### src/design/prc_pkg.sv
// Package for the polygon rectangle clipper: shared constants, codes and types.
// No dependencies; prc_front, prc_back, the top level and both test files import it.
package prc_pkg;

  // default sizing for the top-level parameters
  localparam int MAX_VERTS_DEF  = 64;
  localparam int COORD_BITS_DEF = 12;

  // depth of the queue between front and back
  localparam int QDEPTH = 4;

  // configuration register indexes
  typedef enum logic [1:0] {
    REG_AX = 2'd0,
    REG_AY = 2'd1,
    REG_BX = 2'd2,
    REG_BY = 2'd3
  } reg_idx_t;

  // clip edge codes, in pass order
  typedef enum logic [1:0] {
    SIDE_LEFT   = 2'd0,
    SIDE_BOTTOM = 2'd1,
    SIDE_RIGHT  = 2'd2,
    SIDE_TOP    = 2'd3
  } side_t;

  // control part of the queue head seen by the back end
  typedef struct packed {
    logic valid;
    logic last;
    logic drop;
  } q_ctrl_t;

endpackage

### src/design/prc_if.sv
// Valid/ready channel interfaces for vertex input and clipped vertex output.
// Depends on nothing; widths come from the COORD_BITS parameter.
interface prc_vtx_if #(parameter int COORD_BITS = 12);
  logic                         valid;
  logic                         ready;
  logic signed [COORD_BITS-1:0] vertex_x;
  logic signed [COORD_BITS-1:0] vertex_y;
  logic                         vertex_last;
  modport source  (output valid, vertex_x, vertex_y, vertex_last, input ready);
  modport sink    (input valid, vertex_x, vertex_y, vertex_last, output ready);
  modport monitor (input valid, vertex_x, vertex_y, vertex_last, ready);
endinterface

interface prc_res_if #(parameter int COORD_BITS = 12);
  logic                         valid;
  logic                         ready;
  logic signed [COORD_BITS-1:0] out_x;
  logic signed [COORD_BITS-1:0] out_y;
  logic                         out_last;
  logic                         out_empty;
  logic                         out_overflow;
  modport source (output valid, out_x, out_y, out_last, out_empty, out_overflow, input ready);
  modport sink   (input valid, out_x, out_y, out_last, out_empty, out_overflow, output ready);
  modport monitor (input valid, out_x, out_y, out_last, out_empty, out_overflow, ready);
endinterface

### src/design/prc_ram.sv
// Generic single-write, single-read RAM with registered read data.
// No dependencies.
module prc_ram #(
  parameter int W = 24,
  parameter int D = 64
) (
  input  logic                 clk,
  input  logic                 we,
  input  logic [$clog2(D)-1:0] waddr,
  input  logic [W-1:0]         wdata,
  input  logic                 re,
  input  logic [$clog2(D)-1:0] raddr,
  output logic [W-1:0]         rdata
);
  logic [W-1:0] mem [D];

  always_ff @(posedge clk) begin
    if (we) begin
      mem[waddr] <= wdata;
    end
    if (re) begin
      rdata <= mem[raddr];
    end
  end
endmodule

### src/design/prc_front.sv
// Front end: takes vertex transfers, marks the ones beyond the buffer limit
// as dropped and queues them for the back end. Depends on prc_pkg, prc_if.
module prc_front #(
  parameter int MAX_VERTS  = 64,
  parameter int COORD_BITS = 12
) (
  input  logic                         clk,
  input  logic                         rst_n,
  prc_vtx_if.sink                      in_vtx,
  output prc_pkg::q_ctrl_t             q_ctrl,
  output logic signed [COORD_BITS-1:0] q_x,
  output logic signed [COORD_BITS-1:0] q_y,
  input  logic                         q_pop
);
  import prc_pkg::*;

  localparam int CW = $clog2(MAX_VERTS + 1);
  localparam int PW = $clog2(QDEPTH);
  localparam int NW = $clog2(QDEPTH + 1);

  logic signed [COORD_BITS-1:0] qx_r [QDEPTH];
  logic signed [COORD_BITS-1:0] qy_r [QDEPTH];
  logic                         ql_r [QDEPTH];
  logic                         qd_r [QDEPTH];
  logic [PW-1:0] wp_r, rp_r;
  logic [NW-1:0] n_r;
  logic [CW-1:0] fcnt_r;
  logic          push;
  logic          full;

  assign full         = (n_r == NW'(QDEPTH));
  assign in_vtx.ready = !full;
  assign push         = in_vtx.valid && !full;

  // queue head
  assign q_ctrl.valid = (n_r != '0);
  assign q_ctrl.last  = ql_r[rp_r];
  assign q_ctrl.drop  = qd_r[rp_r];
  assign q_x          = qx_r[rp_r];
  assign q_y          = qy_r[rp_r];

  // queue storage
  always_ff @(posedge clk) begin
    if (push) begin
      qx_r[wp_r] <= in_vtx.vertex_x;
      qy_r[wp_r] <= in_vtx.vertex_y;
      ql_r[wp_r] <= in_vtx.vertex_last;
      qd_r[wp_r] <= (fcnt_r == CW'(MAX_VERTS));
    end
  end

  // pointers, fill level and per-polygon vertex count
  always_ff @(posedge clk) begin
    if (!rst_n) begin
      wp_r   <= '0;
      rp_r   <= '0;
      n_r    <= '0;
      fcnt_r <= '0;
    end else begin
      if (push) begin
        wp_r <= wp_r + 1'b1;
        if (in_vtx.vertex_last) begin
          fcnt_r <= '0;
        end else if (fcnt_r != CW'(MAX_VERTS)) begin
          fcnt_r <= fcnt_r + 1'b1;
        end
      end
      if (q_pop) begin
        rp_r <= rp_r + 1'b1;
      end
      if (push && !q_pop) begin
        n_r <= n_r + 1'b1;
      end else if (!push && q_pop) begin
        n_r <= n_r - 1'b1;
      end
    end
  end

`ifndef NO_ASSERTIONS
  a_level: assert property (@(posedge clk) disable iff (!rst_n) n_r <= NW'(QDEPTH))
    else $error("queue level beyond depth");
  a_pop: assert property (@(posedge clk) disable iff (!rst_n) q_pop |-> n_r != '0)
    else $error("pop from empty queue");
`endif
endmodule

### src/design/prc_back.sv
// Back end: buffers a polygon, runs the four clip passes between two RAMs
// with a shared multiply and bit-serial divider, then streams the result.
// Depends on prc_pkg, prc_if, prc_ram.
module prc_back #(
  parameter int MAX_VERTS  = 64,
  parameter int COORD_BITS = 12
) (
  input  logic                         clk,
  input  logic                         rst_n,
  input  prc_pkg::q_ctrl_t             q_ctrl,
  input  logic signed [COORD_BITS-1:0] q_x,
  input  logic signed [COORD_BITS-1:0] q_y,
  output logic                         q_pop,
  input  logic signed [COORD_BITS-1:0] ax,
  input  logic signed [COORD_BITS-1:0] ay,
  input  logic signed [COORD_BITS-1:0] bx,
  input  logic signed [COORD_BITS-1:0] by,
  prc_res_if.source                    out_res
);
  import prc_pkg::*;

  localparam int C  = COORD_BITS;
  localparam int CW = $clog2(MAX_VERTS + 1);
  localparam int AW = $clog2(MAX_VERTS);
  localparam int NB = 2 * C + 2;
  localparam int KW = $clog2(NB + 1);

  typedef enum logic [13:0] {
    S_LOAD   = 14'h0001,
    S_RD_S   = 14'h0002,
    S_WT_S   = 14'h0004,
    S_RD_P   = 14'h0008,
    S_WT_P   = 14'h0010,
    S_MUL    = 14'h0020,
    S_ABS    = 14'h0040,
    S_DIV    = 14'h0080,
    S_FIX    = 14'h0100,
    S_EMIT_C = 14'h0200,
    S_EMIT_P = 14'h0400,
    S_NEXT   = 14'h0800,
    S_PEND   = 14'h1000,
    S_OUT    = 14'h2000
  } st_t;

  st_t  state_r;
  logic out_ld_r;   // second half of an output read (data valid this cycle)
  logic empty_go_r; // pending empty result

  logic signed [C-1:0] xl_r, xr_r, yb_r, yt_r;
  logic signed [C-1:0] sx_r, sy_r, px_r, py_r, cx_r, cy_r;
  side_t               side_r;
  logic                src_r, ovf_r, inp_r;
  logic [CW-1:0]       lcnt_r, ncnt_r, jcnt_r, dcnt_r, kcnt_r;
  logic signed [NB-1:0] num_r;
  logic signed [C:0]    d_r;
  logic [NB-1:0]        nq_r;
  logic [C:0]           dmag_r, rem_r;
  logic                 neg_r;
  logic [KW-1:0]        div_cnt_r;

  logic                         ov_r, ol_r, oe_r, oo_r;
  logic signed [C-1:0]          ox_r, oy_r;

  // RAM ports
  logic          we0, we1, re;
  logic [AW-1:0] waddr, raddr;
  logic [2*C-1:0] wdata, rd0, rd1, rdat;

  prc_ram #(.W(2*C), .D(MAX_VERTS)) u_ram0 (
    .clk(clk), .we(we0), .waddr(waddr), .wdata(wdata),
    .re(re), .raddr(raddr), .rdata(rd0));
  prc_ram #(.W(2*C), .D(MAX_VERTS)) u_ram1 (
    .clk(clk), .we(we1), .waddr(waddr), .wdata(wdata),
    .re(re), .raddr(raddr), .rdata(rd1));

  assign rdat = src_r ? rd1 : rd0;

  // window bounds from corners
  logic signed [C-1:0] wxl, wxr, wyb, wyt;
  assign wxl = (ax < bx) ? ax : bx;
  assign wxr = (ax < bx) ? bx : ax;
  assign wyb = (ay < by) ? ay : by;
  assign wyt = (ay < by) ? by : ay;

  // per-side bound and coordinate selection
  logic                bx_side;
  logic signed [C-1:0] bnd, s_c, s_o, p_c, p_o, r_x, r_y, r_c;
  logic                in_s, in_p;
  always_comb begin
    bx_side = (side_r == SIDE_LEFT) || (side_r == SIDE_RIGHT);
    case (side_r)
      SIDE_LEFT:   bnd = xl_r;
      SIDE_BOTTOM: bnd = yb_r;
      SIDE_RIGHT:  bnd = xr_r;
      default:     bnd = yt_r;
    endcase
    s_c = bx_side ? sx_r : sy_r;
    s_o = bx_side ? sy_r : sx_r;
    p_c = bx_side ? px_r : py_r;
    p_o = bx_side ? py_r : px_r;
    r_x = rdat[2*C-1:C];
    r_y = rdat[C-1:0];
    r_c = bx_side ? r_x : r_y;
    if ((side_r == SIDE_LEFT) || (side_r == SIDE_BOTTOM)) begin
      in_s = (s_c >= bnd);
      in_p = (r_c >= bnd);
    end else begin
      in_s = (s_c <= bnd);
      in_p = (r_c <= bnd);
    end
  end

  // crossing arithmetic
  logic signed [C:0]    dc, dov, dd;
  logic [C+1:0]         trial;
  logic                 tbit;
  logic signed [NB-1:0] qs;
  logic [C-1:0]         o_new;
  always_comb begin
    dc    = {bnd[C-1], bnd} - {s_c[C-1], s_c};
    dov   = {p_o[C-1], p_o} - {s_o[C-1], s_o};
    dd    = {p_c[C-1], p_c} - {s_c[C-1], s_c};
    trial = {rem_r, nq_r[NB-1]};
    tbit  = (trial >= {1'b0, dmag_r});
    qs    = neg_r ? -$signed(nq_r) : $signed(nq_r);
    o_new = (dmag_r == '0) ? s_o : s_o + qs[C-1:0];
  end

  logic fit;
  logic emit;
  logic out_free;
  logic ov_set;
  assign fit      = (dcnt_r != CW'(MAX_VERTS));
  assign emit     = (state_r == S_EMIT_C) || (state_r == S_EMIT_P);
  assign out_free = !ov_r || out_res.ready;
  assign q_pop    = (state_r == S_LOAD) && q_ctrl.valid && !empty_go_r;
  // output register takes a new result this cycle
  assign ov_set   = ((state_r == S_LOAD) && empty_go_r && out_free) ||
                    ((state_r == S_OUT) && out_ld_r);

  // RAM control
  always_comb begin
    we0   = 1'b0;
    we1   = 1'b0;
    re    = 1'b0;
    waddr = dcnt_r[AW-1:0];
    raddr = jcnt_r[AW-1:0];
    wdata = (state_r == S_EMIT_C) ? {cx_r, cy_r} : {px_r, py_r};
    if (state_r == S_LOAD) begin
      we0   = q_pop && !q_ctrl.drop;
      waddr = lcnt_r[AW-1:0];
      wdata = {q_x, q_y};
    end else if (emit && fit) begin
      we0 = src_r;
      we1 = !src_r;
    end
    case (state_r)
      S_RD_S: begin
        re    = 1'b1;
        raddr = AW'(ncnt_r - 1'b1);
      end
      S_RD_P: re = 1'b1;
      S_OUT: begin
        re    = !out_ld_r && out_free;
        raddr = kcnt_r[AW-1:0];
      end
      default: re = 1'b0;
    endcase
  end

  // sequencer
  always_ff @(posedge clk) begin
    if (!rst_n) begin
      state_r    <= S_LOAD;
      out_ld_r   <= 1'b0;
      empty_go_r <= 1'b0;
      lcnt_r     <= '0;
      jcnt_r     <= '0;
      dcnt_r     <= '0;
      ovf_r      <= 1'b0;
      src_r      <= 1'b0;
      div_cnt_r  <= '0;
      ov_r       <= 1'b0;
    end else begin
      if (ov_set) begin
        ov_r <= 1'b1;
      end else if (out_res.ready) begin
        ov_r <= 1'b0;
      end
      case (state_r)
        S_LOAD: begin
          if (empty_go_r) begin
            if (out_free) begin
              ox_r       <= '0;
              oy_r       <= '0;
              ol_r       <= 1'b1;
              oe_r       <= 1'b1;
              oo_r       <= ovf_r;
              ovf_r      <= 1'b0;
              empty_go_r <= 1'b0;
            end
          end else if (q_pop) begin
            if (q_ctrl.drop) begin
              ovf_r <= 1'b1;
            end else if (!q_ctrl.last) begin
              lcnt_r <= lcnt_r + 1'b1;
            end
            if (q_ctrl.last) begin
              ncnt_r <= lcnt_r + CW'(!q_ctrl.drop);
              lcnt_r <= '0;
              xl_r   <= wxl;
              xr_r   <= wxr;
              yb_r   <= wyb;
              yt_r   <= wyt;
              src_r  <= 1'b0;
              side_r <= SIDE_LEFT;
              if ((wxl == wxr) || (wyb == wyt)) begin
                empty_go_r <= 1'b1;
              end else begin
                state_r <= S_RD_S;
              end
            end
          end
        end
        S_RD_S: begin
          jcnt_r  <= '0;
          dcnt_r  <= '0;
          state_r <= S_WT_S;
        end
        S_WT_S: begin
          sx_r    <= rdat[2*C-1:C];
          sy_r    <= rdat[C-1:0];
          state_r <= S_RD_P;
        end
        S_RD_P: state_r <= S_WT_P;
        S_WT_P: begin
          px_r  <= rdat[2*C-1:C];
          py_r  <= rdat[C-1:0];
          inp_r <= in_p;
          if (in_p != in_s) begin
            state_r <= S_MUL;
          end else if (in_p) begin
            state_r <= S_EMIT_P;
          end else begin
            state_r <= S_NEXT;
          end
        end
        S_MUL: begin
          num_r   <= dc * dov;
          d_r     <= dd;
          state_r <= S_ABS;
        end
        S_ABS: begin
          nq_r      <= num_r[NB-1] ? NB'(-num_r) : NB'(num_r);
          dmag_r    <= d_r[C] ? (C+1)'(-d_r) : (C+1)'(d_r);
          neg_r     <= num_r[NB-1] ^ d_r[C];
          rem_r     <= '0;
          div_cnt_r <= KW'(NB);
          state_r   <= S_DIV;
        end
        S_DIV: begin
          rem_r     <= tbit ? (C+1)'(trial - {1'b0, dmag_r}) : trial[C:0];
          nq_r      <= {nq_r[NB-2:0], tbit};
          div_cnt_r <= div_cnt_r - 1'b1;
          if (div_cnt_r == KW'(1)) begin
            state_r <= S_FIX;
          end
        end
        S_FIX: begin
          cx_r    <= bx_side ? bnd : o_new;
          cy_r    <= bx_side ? o_new : bnd;
          state_r <= S_EMIT_C;
        end
        S_EMIT_C, S_EMIT_P: begin
          if (fit) begin
            dcnt_r <= dcnt_r + 1'b1;
          end else begin
            ovf_r <= 1'b1;
          end
          state_r <= ((state_r == S_EMIT_C) && inp_r) ? S_EMIT_P : S_NEXT;
        end
        S_NEXT: begin
          sx_r    <= px_r;
          sy_r    <= py_r;
          jcnt_r  <= jcnt_r + 1'b1;
          state_r <= (jcnt_r + 1'b1 == ncnt_r) ? S_PEND : S_RD_P;
        end
        S_PEND: begin
          src_r  <= !src_r;
          ncnt_r <= dcnt_r;
          kcnt_r <= '0;
          if (dcnt_r == '0) begin
            empty_go_r <= 1'b1;
            state_r    <= S_LOAD;
          end else if (side_r == SIDE_TOP) begin
            state_r <= S_OUT;
          end else begin
            side_r  <= side_t'(side_r + 2'd1);
            state_r <= S_RD_S;
          end
        end
        S_OUT: begin
          if (out_ld_r) begin
            out_ld_r <= 1'b0;
            ox_r     <= rdat[2*C-1:C];
            oy_r     <= rdat[C-1:0];
            ol_r     <= (kcnt_r + 1'b1 == ncnt_r);
            oe_r     <= 1'b0;
            oo_r     <= ovf_r;
            kcnt_r   <= kcnt_r + 1'b1;
            if (kcnt_r + 1'b1 == ncnt_r) begin
              ovf_r   <= 1'b0;
              state_r <= S_LOAD;
            end
          end else if (out_free) begin
            out_ld_r <= 1'b1;
          end
        end
        default: state_r <= S_LOAD;
      endcase
    end
  end

  // output register
  assign out_res.valid        = ov_r;
  assign out_res.out_x        = ox_r;
  assign out_res.out_y        = oy_r;
  assign out_res.out_last     = ol_r;
  assign out_res.out_empty    = oe_r;
  assign out_res.out_overflow = oo_r;

`ifndef NO_ASSERTIONS
  a_dcnt: assert property (@(posedge clk) disable iff (!rst_n)
    (state_r != S_LOAD) |-> dcnt_r <= CW'(MAX_VERTS))
    else $error("pass count beyond buffer size");
  a_div: assert property (@(posedge clk) disable iff (!rst_n)
    div_cnt_r != '0 |-> state_r == S_DIV)
    else $error("divider busy outside divide state");
  a_pop: assert property (@(posedge clk) disable iff (!rst_n)
    q_pop |-> (state_r == S_LOAD) && !empty_go_r)
    else $error("queue popped while clipping");
  a_load: assert property (@(posedge clk) disable iff (!rst_n)
    out_ld_r |-> !ov_r)
    else $error("output register overwritten");
`endif
endmodule

### src/design/polygon_rect_clipper_unit.sv
// Top level of the polygon rectangle clipper: window registers on the APB
// port, front end, queue and clipping back end. Depends on prc_pkg, prc_if,
// prc_front, prc_back.
//
//  channel  dir  handshake         payload
//  in_vtx   in   valid/ready       vertex_x, vertex_y, vertex_last
//  out_res  out  valid/ready       out_x, out_y, out_last, out_empty, out_overflow
//  cfg_*    in   psel/penable      corner_a_x/y, corner_b_x/y at 0x0,0x4,0x8,0xC
//
// Vertices enter at one per cycle into a four-entry queue while it has room;
// the back end then runs the four passes over the polygon, using a bit-serial
// divider for each edge crossing, and streams the results through the output
// register; it takes no new vertex from the queue until the polygon is out.
// Reset is synchronous, active low; the buffers need no clearing. Either side
// may stall without loss.
module polygon_rect_clipper_unit #(
  parameter int MAX_VERTS  = prc_pkg::MAX_VERTS_DEF,
  parameter int COORD_BITS = prc_pkg::COORD_BITS_DEF
) (
  input  logic        clk,
  input  logic        rst_n,
  prc_vtx_if.sink     in_vtx,
  prc_res_if.source   out_res,
  input  logic        cfg_psel,
  input  logic        cfg_penable,
  input  logic        cfg_pwrite,
  input  logic [3:0]  cfg_paddr,
  input  logic [31:0] cfg_pwdata,
  output logic [31:0] cfg_prdata,
  output logic        cfg_pready
);
  import prc_pkg::*;

  logic signed [COORD_BITS-1:0] ax_r, ay_r, bx_r, by_r, rsel;
  reg_idx_t                     idx;

  assign idx        = reg_idx_t'(cfg_paddr[3:2]);
  assign cfg_pready = 1'b1;

  // window corner registers
  always_ff @(posedge clk) begin
    if (!rst_n) begin
      ax_r <= '0;
      ay_r <= '0;
      bx_r <= '0;
      by_r <= '0;
    end else if (cfg_psel && cfg_penable && cfg_pwrite) begin
      case (idx)
        REG_AX:  ax_r <= cfg_pwdata[COORD_BITS-1:0];
        REG_AY:  ay_r <= cfg_pwdata[COORD_BITS-1:0];
        REG_BX:  bx_r <= cfg_pwdata[COORD_BITS-1:0];
        default: by_r <= cfg_pwdata[COORD_BITS-1:0];
      endcase
    end
  end

  // register readback, sign extended
  always_comb begin
    case (idx)
      REG_AX:  rsel = ax_r;
      REG_AY:  rsel = ay_r;
      REG_BX:  rsel = bx_r;
      default: rsel = by_r;
    endcase
    cfg_prdata = 32'(rsel);
  end

  q_ctrl_t                      q_ctrl;
  logic signed [COORD_BITS-1:0] q_x, q_y;
  logic                         q_pop;

  prc_front #(.MAX_VERTS(MAX_VERTS), .COORD_BITS(COORD_BITS)) u_front (
    .clk(clk), .rst_n(rst_n), .in_vtx(in_vtx),
    .q_ctrl(q_ctrl), .q_x(q_x), .q_y(q_y), .q_pop(q_pop));

  prc_back #(.MAX_VERTS(MAX_VERTS), .COORD_BITS(COORD_BITS)) u_back (
    .clk(clk), .rst_n(rst_n),
    .q_ctrl(q_ctrl), .q_x(q_x), .q_y(q_y), .q_pop(q_pop),
    .ax(ax_r), .ay(ay_r), .bx(bx_r), .by(by_r),
    .out_res(out_res));
endmodule

### src/flat_wrapper.sv
// flat-port wrapper written by rule: the top's interface ports become plain ports
module polygon_rect_clipper_unit_flat import prc_pkg::*;
#(
  parameter int MAX_VERTS  = prc_pkg::MAX_VERTS_DEF,
  parameter int COORD_BITS = prc_pkg::COORD_BITS_DEF
)
  (clk, rst_n, cfg_psel, cfg_penable, cfg_pwrite, cfg_paddr, cfg_pwdata, cfg_prdata, cfg_pready, in_vtx_valid, in_vtx_vertex_x, in_vtx_vertex_y, in_vtx_vertex_last, in_vtx_ready, out_res_valid, out_res_out_x, out_res_out_y, out_res_out_last, out_res_out_empty, out_res_out_overflow, out_res_ready);
  prc_vtx_if #(.COORD_BITS(COORD_BITS)) in_vtx_i ();
  prc_res_if #(.COORD_BITS(COORD_BITS)) out_res_i ();
  input  logic clk;
  input  logic rst_n;
  input  logic cfg_psel;
  input  logic cfg_penable;
  input  logic cfg_pwrite;
  input  logic [3:0] cfg_paddr;
  input  logic [31:0] cfg_pwdata;
  output logic [31:0] cfg_prdata;
  output logic cfg_pready;
  input wire logic [$bits(in_vtx_i.valid)-1:0] in_vtx_valid;
  input wire logic [$bits(in_vtx_i.vertex_x)-1:0] in_vtx_vertex_x;
  input wire logic [$bits(in_vtx_i.vertex_y)-1:0] in_vtx_vertex_y;
  input wire logic [$bits(in_vtx_i.vertex_last)-1:0] in_vtx_vertex_last;
  output wire logic [$bits(in_vtx_i.ready)-1:0] in_vtx_ready;
  output wire logic [$bits(out_res_i.valid)-1:0] out_res_valid;
  output wire logic [$bits(out_res_i.out_x)-1:0] out_res_out_x;
  output wire logic [$bits(out_res_i.out_y)-1:0] out_res_out_y;
  output wire logic [$bits(out_res_i.out_last)-1:0] out_res_out_last;
  output wire logic [$bits(out_res_i.out_empty)-1:0] out_res_out_empty;
  output wire logic [$bits(out_res_i.out_overflow)-1:0] out_res_out_overflow;
  input wire logic [$bits(out_res_i.ready)-1:0] out_res_ready;
  assign in_vtx_i.valid = in_vtx_valid;
  assign in_vtx_i.vertex_x = in_vtx_vertex_x;
  assign in_vtx_i.vertex_y = in_vtx_vertex_y;
  assign in_vtx_i.vertex_last = in_vtx_vertex_last;
  assign in_vtx_ready = in_vtx_i.ready;
  assign out_res_valid = out_res_i.valid;
  assign out_res_out_x = out_res_i.out_x;
  assign out_res_out_y = out_res_i.out_y;
  assign out_res_out_last = out_res_i.out_last;
  assign out_res_out_empty = out_res_i.out_empty;
  assign out_res_out_overflow = out_res_i.out_overflow;
  assign out_res_i.ready = out_res_ready;
  polygon_rect_clipper_unit #(.MAX_VERTS(MAX_VERTS), .COORD_BITS(COORD_BITS)) u_core (.clk(clk), .rst_n(rst_n), .in_vtx(in_vtx_i), .out_res(out_res_i), .cfg_psel(cfg_psel), .cfg_penable(cfg_penable), .cfg_pwrite(cfg_pwrite), .cfg_paddr(cfg_paddr), .cfg_pwdata(cfg_pwdata), .cfg_prdata(cfg_prdata), .cfg_pready(cfg_pready));
endmodule
### config.mk
export PLATFORM = sky130hd
export DESIGN_NAME = polygon_rect_clipper_unit_flat
export DESIGN_NICKNAME = d
export VERILOG_FILES = /design/src/design/prc_pkg.sv /design/src/design/prc_if.sv /design/src/design/prc_ram.sv /design/src/design/prc_front.sv /design/src/design/prc_back.sv /design/src/design/polygon_rect_clipper_unit.sv /design/src/flat_wrapper.sv
export SDC_FILE = /design/constraint.sdc
export NUM_CORES = 2
export LEC_CHECK = 0
export BUFFER_PORTS_ARGS = -buffer_cell sky130_fd_sc_hd__clkbuf_2
export CAP_MARGIN = 0
export CORE_ASPECT_RATIO = 1.25
export CORE_UTILIZATION = 40
export DETAILED_ROUTE_END_ITERATION = 6
export PLACE_DENSITY = 0.52
export SLEW_MARGIN = 20
export SYNTH_ARGS = -nofsm -noshare
export SYNTH_HDL_FRONTEND = slang
export SYNTH_SLANG_ARGS = --single-unit
### constraint.sdc
create_clock -name clk -period 22.2 [get_ports clk]
set_input_delay 2.22 -clock clk [delete_from_list [all_inputs] [get_ports clk]]
set_output_delay 2.22 -clock clk [all_outputs]
set_load 0.005 [all_outputs]
---- After elaboration in Yosys (flattened, before gate mapping) ----
Memories as Yosys holds them, arrays and structs flattened. A register that Yosys moved wholly into a read port is not among the register bits.
Index checks and enable logic that the tools add are counted.
storage, ports and cells
  register bits ........................... 363
  memory bits (writable) .................. 3,176
  bits of input ports ..................... 68
  logic and storage cells ................. 321
  memories kept ........................... 6
memory list
  memory                    words  width  read ports  clocked after Yosys merged registers in  wr ports  line             source
  u_core.u_back.u_ram0.mem  64     24     1           1                                        1         prc_ram.sv:15    logic [W-1:0] mem [D];
  u_core.u_back.u_ram1.mem  64     24     1           1                                        1         prc_ram.sv:15
  u_core.u_front.qx_r       4      12     1           1                                        1         prc_front.sv:21  logic signed [COORD_BITS-1:0] qx_r [QDEPTH];
  u_core.u_front.qy_r       4      12     1           1                                        1         prc_front.sv:22  logic signed [COORD_BITS-1:0] qy_r [QDEPTH];
  u_core.u_front.qd_r       4      1      1           1                                        1         prc_front.sv:24  logic qd_r [QDEPTH];
  u_core.u_front.ql_r       4      1      1           1                                        1         prc_front.sv:23  logic ql_r [QDEPTH];
cells by class
  add/sub/neg operators ................... 21
  $mul .................................... 1
  $lt $le $gt $ge ......................... 7
  equality and inequality tests ........... 47
  multiplexer cells ....................... 123
  bitwise gates (word level) .............. 3
  reduce and logical (&&, ||, !) cells .... 69
operators with widths
  cell                                         number
  two-way mux 12 bit                           21
  case mux 14 bit (13 select lines)            1
  two-way mux 14 bit                           9
  case mux 12 bit (2 select lines)             4
  two-way mux 24 bit                           3
  case mux 12 bit (3 select lines)             2
  two-way mux 7 bit                            9
  case mux 7 bit (2 select lines)              4
  case mux 26 bit (2 select lines)             1
  two-way mux 1 bit                            39
  subtractor 12 x 12 -> 13 bit                 3
  adder 7 x 1 -> 7 bit, second input constant  5
  multiplier 13 x 13 -> 26 bit                 1
  two-way mux 13 bit                           2
  two-way mux 2 bit                            13
  two-way mux 26 bit                           1
  negator 26 bit                               1
  case mux 13 bit (2 select lines)             1
  AND reduction 2 bit                          13
  equality test 12 bit                         2
  greater-or-equal comparator 12 bit           2
  less-or-equal comparator 12 bit              2
  < comparator 12 bit                          2
  != test 2 bit, second input constant         12
  58 further kinds                             118

---- Longest topological paths before layout ----
  depth in word-level cells ............... 9
  depth in mapped cells ................... 40
  gate-level depth less buffers ........... 36

---- Cells and area by module ----
A second synthesis with hierarchy kept.
unflattened totals
  cells, all modules ...................... 8,266
  area, all modules ....................... 151,013.6 um^2
modules (own cells, without submodules)
  module                          times used  cells each  area an instance (um^2)
  prc_ram (u_core.u_back.u_ram0)  1           2,611       59,570.9
  prc_ram (u_core.u_back.u_ram1)  1           2,610       59,535.8
  prc_back                        1           2,600       25,025.3
  prc_front                       1           234         4,603.2
  polygon_rect_clipper_unit       1           211         2,278.4

---- Least setup slack after synthesis ----
No wires, ideal clock.
  path kind ............................... register to register
  start ................................... register u_core.u_back.side_r[0]
  end ..................................... register u_core.u_back.num_r[23], data pin
  setup time .............................. 259 ps
  data arrival time ....................... 8,684 ps
  required time ........................... 21,941 ps
  path slack .............................. 13,257 ps
  cell stages (with the launch flop) ...... 41
  buffers on the path ..................... 4
  clock period less this slack ............ 8,943 ps
  path through ............................ edfxtp_1 -> inv_1 -> ha_1 -> nor2_4 -> clkbuf_1 -> clkbuf_1 -> clkbuf_1 -> nand2_1 -> nand2_1 -> ha_1 -> inv_1 -> ha_1 -> o21a_1 -> o21ai_0 -> a21boi_0 -> o21ai_0 -> a21boi_0 -> o21ai_0 -> (+5 left out) -> inv_1 -> fa_1 -> inv_1 -> fa_1 -> fa_1 -> fa_1 -> inv_1 -> fa_1 -> inv_1 -> ha_1 -> a21o_1 -> a21oi_1 -> o21a_1 -> o2111ai_1 -> a31oi_1 -> o21bai_1 -> a21oi_1 -> xnor2_1
on the way
  longest elaborated chain between the ends .. 5
  elaborated cells between the ends (all ways) .. 11
  classes of those cells .................. add/sub (2); mul (1); eq/ne (2); mux (4); reduce/logical (2)
RTL lines
  what                                                    line                                             source
  start, declared                                         prc_back.sv:51                                   side_t side_r;
  start signal, assigned                                  prc_back.sv:298                                  side_r <= side_t'(side_r + 2'd1);
  equality test 2 bit or zero test 2 bit (tied branches)  prc_back.sv:90, prc_back.sv:91
  logical OR 1 bit                                        prc_back.sv:90                                   bx_side = (side_r == SIDE_LEFT) || (side_r == SIDE_RIGHT);
  two-way mux 12 bit (on tied branches)                   prc_back.sv:97, prc_back.sv:98, prc_back.sv:100
  subtractor 12 x 12 -> 13 bit (on tied branches)         prc_back.sv:120, prc_back.sv:121
  multiplier 13 x 13 -> 26 bit *                          prc_back.sv:249                                  num_r <= dc * dov;
  end signal, assigned                                    prc_back.sv:249
  end, declared                                           prc_back.sv:54                                   logic signed [NB-1:0] num_r;
Every way passes the cells marked *; elsewhere a longest branch is shown, timed or not.
A chain may end at the register's enable or synchronous reset.

---- Worst setup path in the final report ----
Same ends and word-level chain as after synthesis.

==> results by group <==
Run status
  – Outcome: completed

Critical path
  – Arr. time, crit path: between 10 and 15 ns
  – Slowest cell on crit path: xnor2_1
  – Crit Path Max Fanout: 58
  – Worst path required time: 22.87 ns
  – Crit. End Element: register
  – CP bufs+invs: 2
  – Critical Path Most Common Cell: fa_1
  – Crit start category: register
  – CP top delay family: adder cells
  – Crit Path Category: register to register
  – Worst path max stage delay: 0.85 ns

Floorplanning
  – Die Height: 688 um
  – Die Width: 550 um
  – Initial Util: a little over 40%
  – Core Area: between 300000 and 400000 um2
  – Die Area: roughly 380000 um2
  – I/O pin cnt: 130
  – Row Count: around 250

Clock tree
  – Cts repair resizes: 0
  – CTS tree: yes
  – Max clock buf depth: 4
  – Hold-fix buffers at CTS: 0
  – Total CTS buffers: 360
  – Clk pin slew, worst setup/hold paths: around 0.070 ns
  – Clk_lat worst skew: 0.96 ns
  – Buffer count from post-CTS setup fixing: 0
  – CTS sink count: roughly 3.6k
  – CTS root buffer: clkbuf_16
  – H-tree levels: 5

Global route
  – Largest net degree at the start of global routing: 140
  – Grt ovf: 0
  – Vias in the first global route: around 85k
  – All-Layer GR Usage: between 20% and 30%
  – Antenna violations before repair: 14
  – First-pass GRT wire length: around 600000 um

STA
  – Slew headroom: about an eighth
  – Clk_skew: 0.0696 ns
  – Final setup vio count: 0
  – Final-report max-slew violation count: 0
  – Hold Violations, Final: 0
  – FMAX: between 90 and 100 MHz
  – RSZ-0062 raised after global routing: no
  – Measured slew at the worst slew-check pin: about 1.3 ns
  – Fin Setup TNS: 0 ns
  – Hold Worst Slack: between 0.4 and 0.5 ns
  – Minimum clock period: about 11 ns
  – Tcrit/Tclk final: between 40% and 50%

Yosys
  – Number of flops mapped to enable cells by yosys: approximately 3.5k
  – Ranking of synthesized cells by area: edfxtp_1 (69%), mux2i_1 (11%), o22ai_1 (3.2%)
  – Synthesized flop and latch total: ~3.6k
  – Yosys top cell by area: edfxtp_1
  – Post-Syn Area per Cell: 16.1 um2
  – Post-synthesis async set-or-reset flop share: 0%
  – Post-synthesis sequential area ratio: between 70% and 80%
  – Synth cell count leaders: edfxtp_1 (3480), mux2i_1 (1672), o22ai_1 (767), nor2_1 (429), nand2_1 (338)
  – Warnings, synthesis: 0
  – Most instantiated library cell after synthesis: edfxtp_1
  – Synthesized area: roughly 150000 um2
  – Synthesized Nets: 9740
  – Main synth FF type: edfxtp_1
  – Share of the synthesized area in the top cell type: slightly below 70%
  – Synth Instances: 9318
  – Synth cell types: 79

Layout
  – Nets: between 9k and 10k
  – P&R area growth vs syn: 13.4%
  – Filler cell count: 32.3k
  – Share of cells above drive strength 1: 12.8%

Routing
  – DRC: 0
  – Total number of vias: around 84k
  – Routed vias/inst: 5.66
  – Final WL: roughly 440000 um
  – Initial DRC count: 7842
  – Wire length per cell: approximately 30 um
  – Post-route ant nets: 0
  – DR pass1 iterations: 6

Worst hold path
  – Hold WC Path Type: register to register

Placement
  – Dpl hpwl: 260000 um
  – I/O Buffers: about 110
  – RePlAce Congestion: approximately 0.85

Job
  – Max_cap viols: 0
[worst min-delay path: stages, from the launching register on]
cell	delay [ns]
dfxtp_1	0.33
nand2_1	0.06
a21oi_1	0.05
[cell families (layout without fill, tap and decap cells)]
group / after synthesis / in the layout / synth area share, %
flip-flops: 3589 / 3589 / 70.9
adder cells (fa/ha/maj): 359 / 359 / 3.82
XOR/XNOR: 172 / 172 / 1.00
multiplexers: 1764 / 1764 / 12.1
other: 1 / 10 / 0.00249
AND/OR/NAND/NOR: 1202 / 1202 / 3.75
AO/OA/AOI/OAI: 1409 / 1409 / 6.13
buffers and inverters: 822 / 1329 / 2.26
[through the flow]
step	std cells	setup WS [ns]	util, %	instance area [um2]
floorplan	9318	13.26	-	150000
detailed placement	14113	11.44	42.5	159000
global route	14760	10.92	45.6	171000
finish	14767	11.55	45.6	171000
CTS	14746	11.36	45.5	170000
global placement	14109	11.44	42.4	159000
[path summary, 6_finish.rpt]
check	startpoint	to	slack (ns)	cells past startpoint
min	u_core.u_back.out_ld_r	u_core.u_back.out_ld_r	0.49	2
max reg2reg	u_core.u_back.side_r[0]	u_core.u_back.num_r[23]	11.55	29
min reg2reg	u_core.u_back.out_ld_r	u_core.u_back.out_ld_r	0.49	2
max	u_core.u_back.side_r[0]	u_core.u_back.num_r[23]	11.55	29
[cell usage in the layout, fill, tap and decap left out, types with 81 or more instances in the layout]
cell type	n
inv_1	291
nand2_1	333
o21ai_0	112
nor2_1	296
clkinv_1	81
mux2i_1	1669
o22ai_1	767
nor2_4	84
ha_1	186
o41ai_1	95
edfxtp_1	3480
buf_4	267
fa_1	168
clkbuf_2	106
dfxtp_1	107
xnor2_1	93
clkbuf_16	364
a21oi_1	150
[area by class of cell]
class | instances | area [um2] | share of cell area [%]
multi-input combinational | 4907 | 42000 | 24.6
timing repair buffer | 402 | 3210 | 1.88
clock inverter | 195 | 1960 | 1.15
inverter | 294 | 1100 | 0.648
tap | 4933 | 6170 | 3.62
antenna | 9 | 22.5 | 0.0132
sequential | 3589 | 107000 | 62.6
clock buffer | 438 | 9410 | 5.52
[registers in the layout, summed over array words and instances, names as in the netlist, 24 cells and up, named ones only]
| name | count |
|---|---|
| u_core.u_back.nq_r | 26 |
| u_core.u_back.u_ram1.mem | 1536 |
| u_core.u_back.u_ram0.rdata | 24 |
| u_core.u_front.qx_r | 48 |
| u_core.u_back.num_r | 26 |
| u_core.u_front.qy_r | 48 |
| u_core.u_back.u_ram1.rdata | 24 |
| u_core.u_back.u_ram0.mem | 1536 |
[layer usage]
| metal | part of all wire (%) | track usage (%) | vias up |
|---|---|---|---|
| li1 | - | - | 36867 |
| met1 | 41 | 28.9 | 43769 |
| met2 | 51 | 40.1 | 2372 |
| met3 | 5.1 | 2.67 | 604 |
| met4 | 3.1 | 6.92 | 6 |
| met5 | 0.0083 | 0 | - |
Power is left out: the tool's default activity adds up to more than one toggle a clock period on the data nets, which glitch-free logic cannot reach.
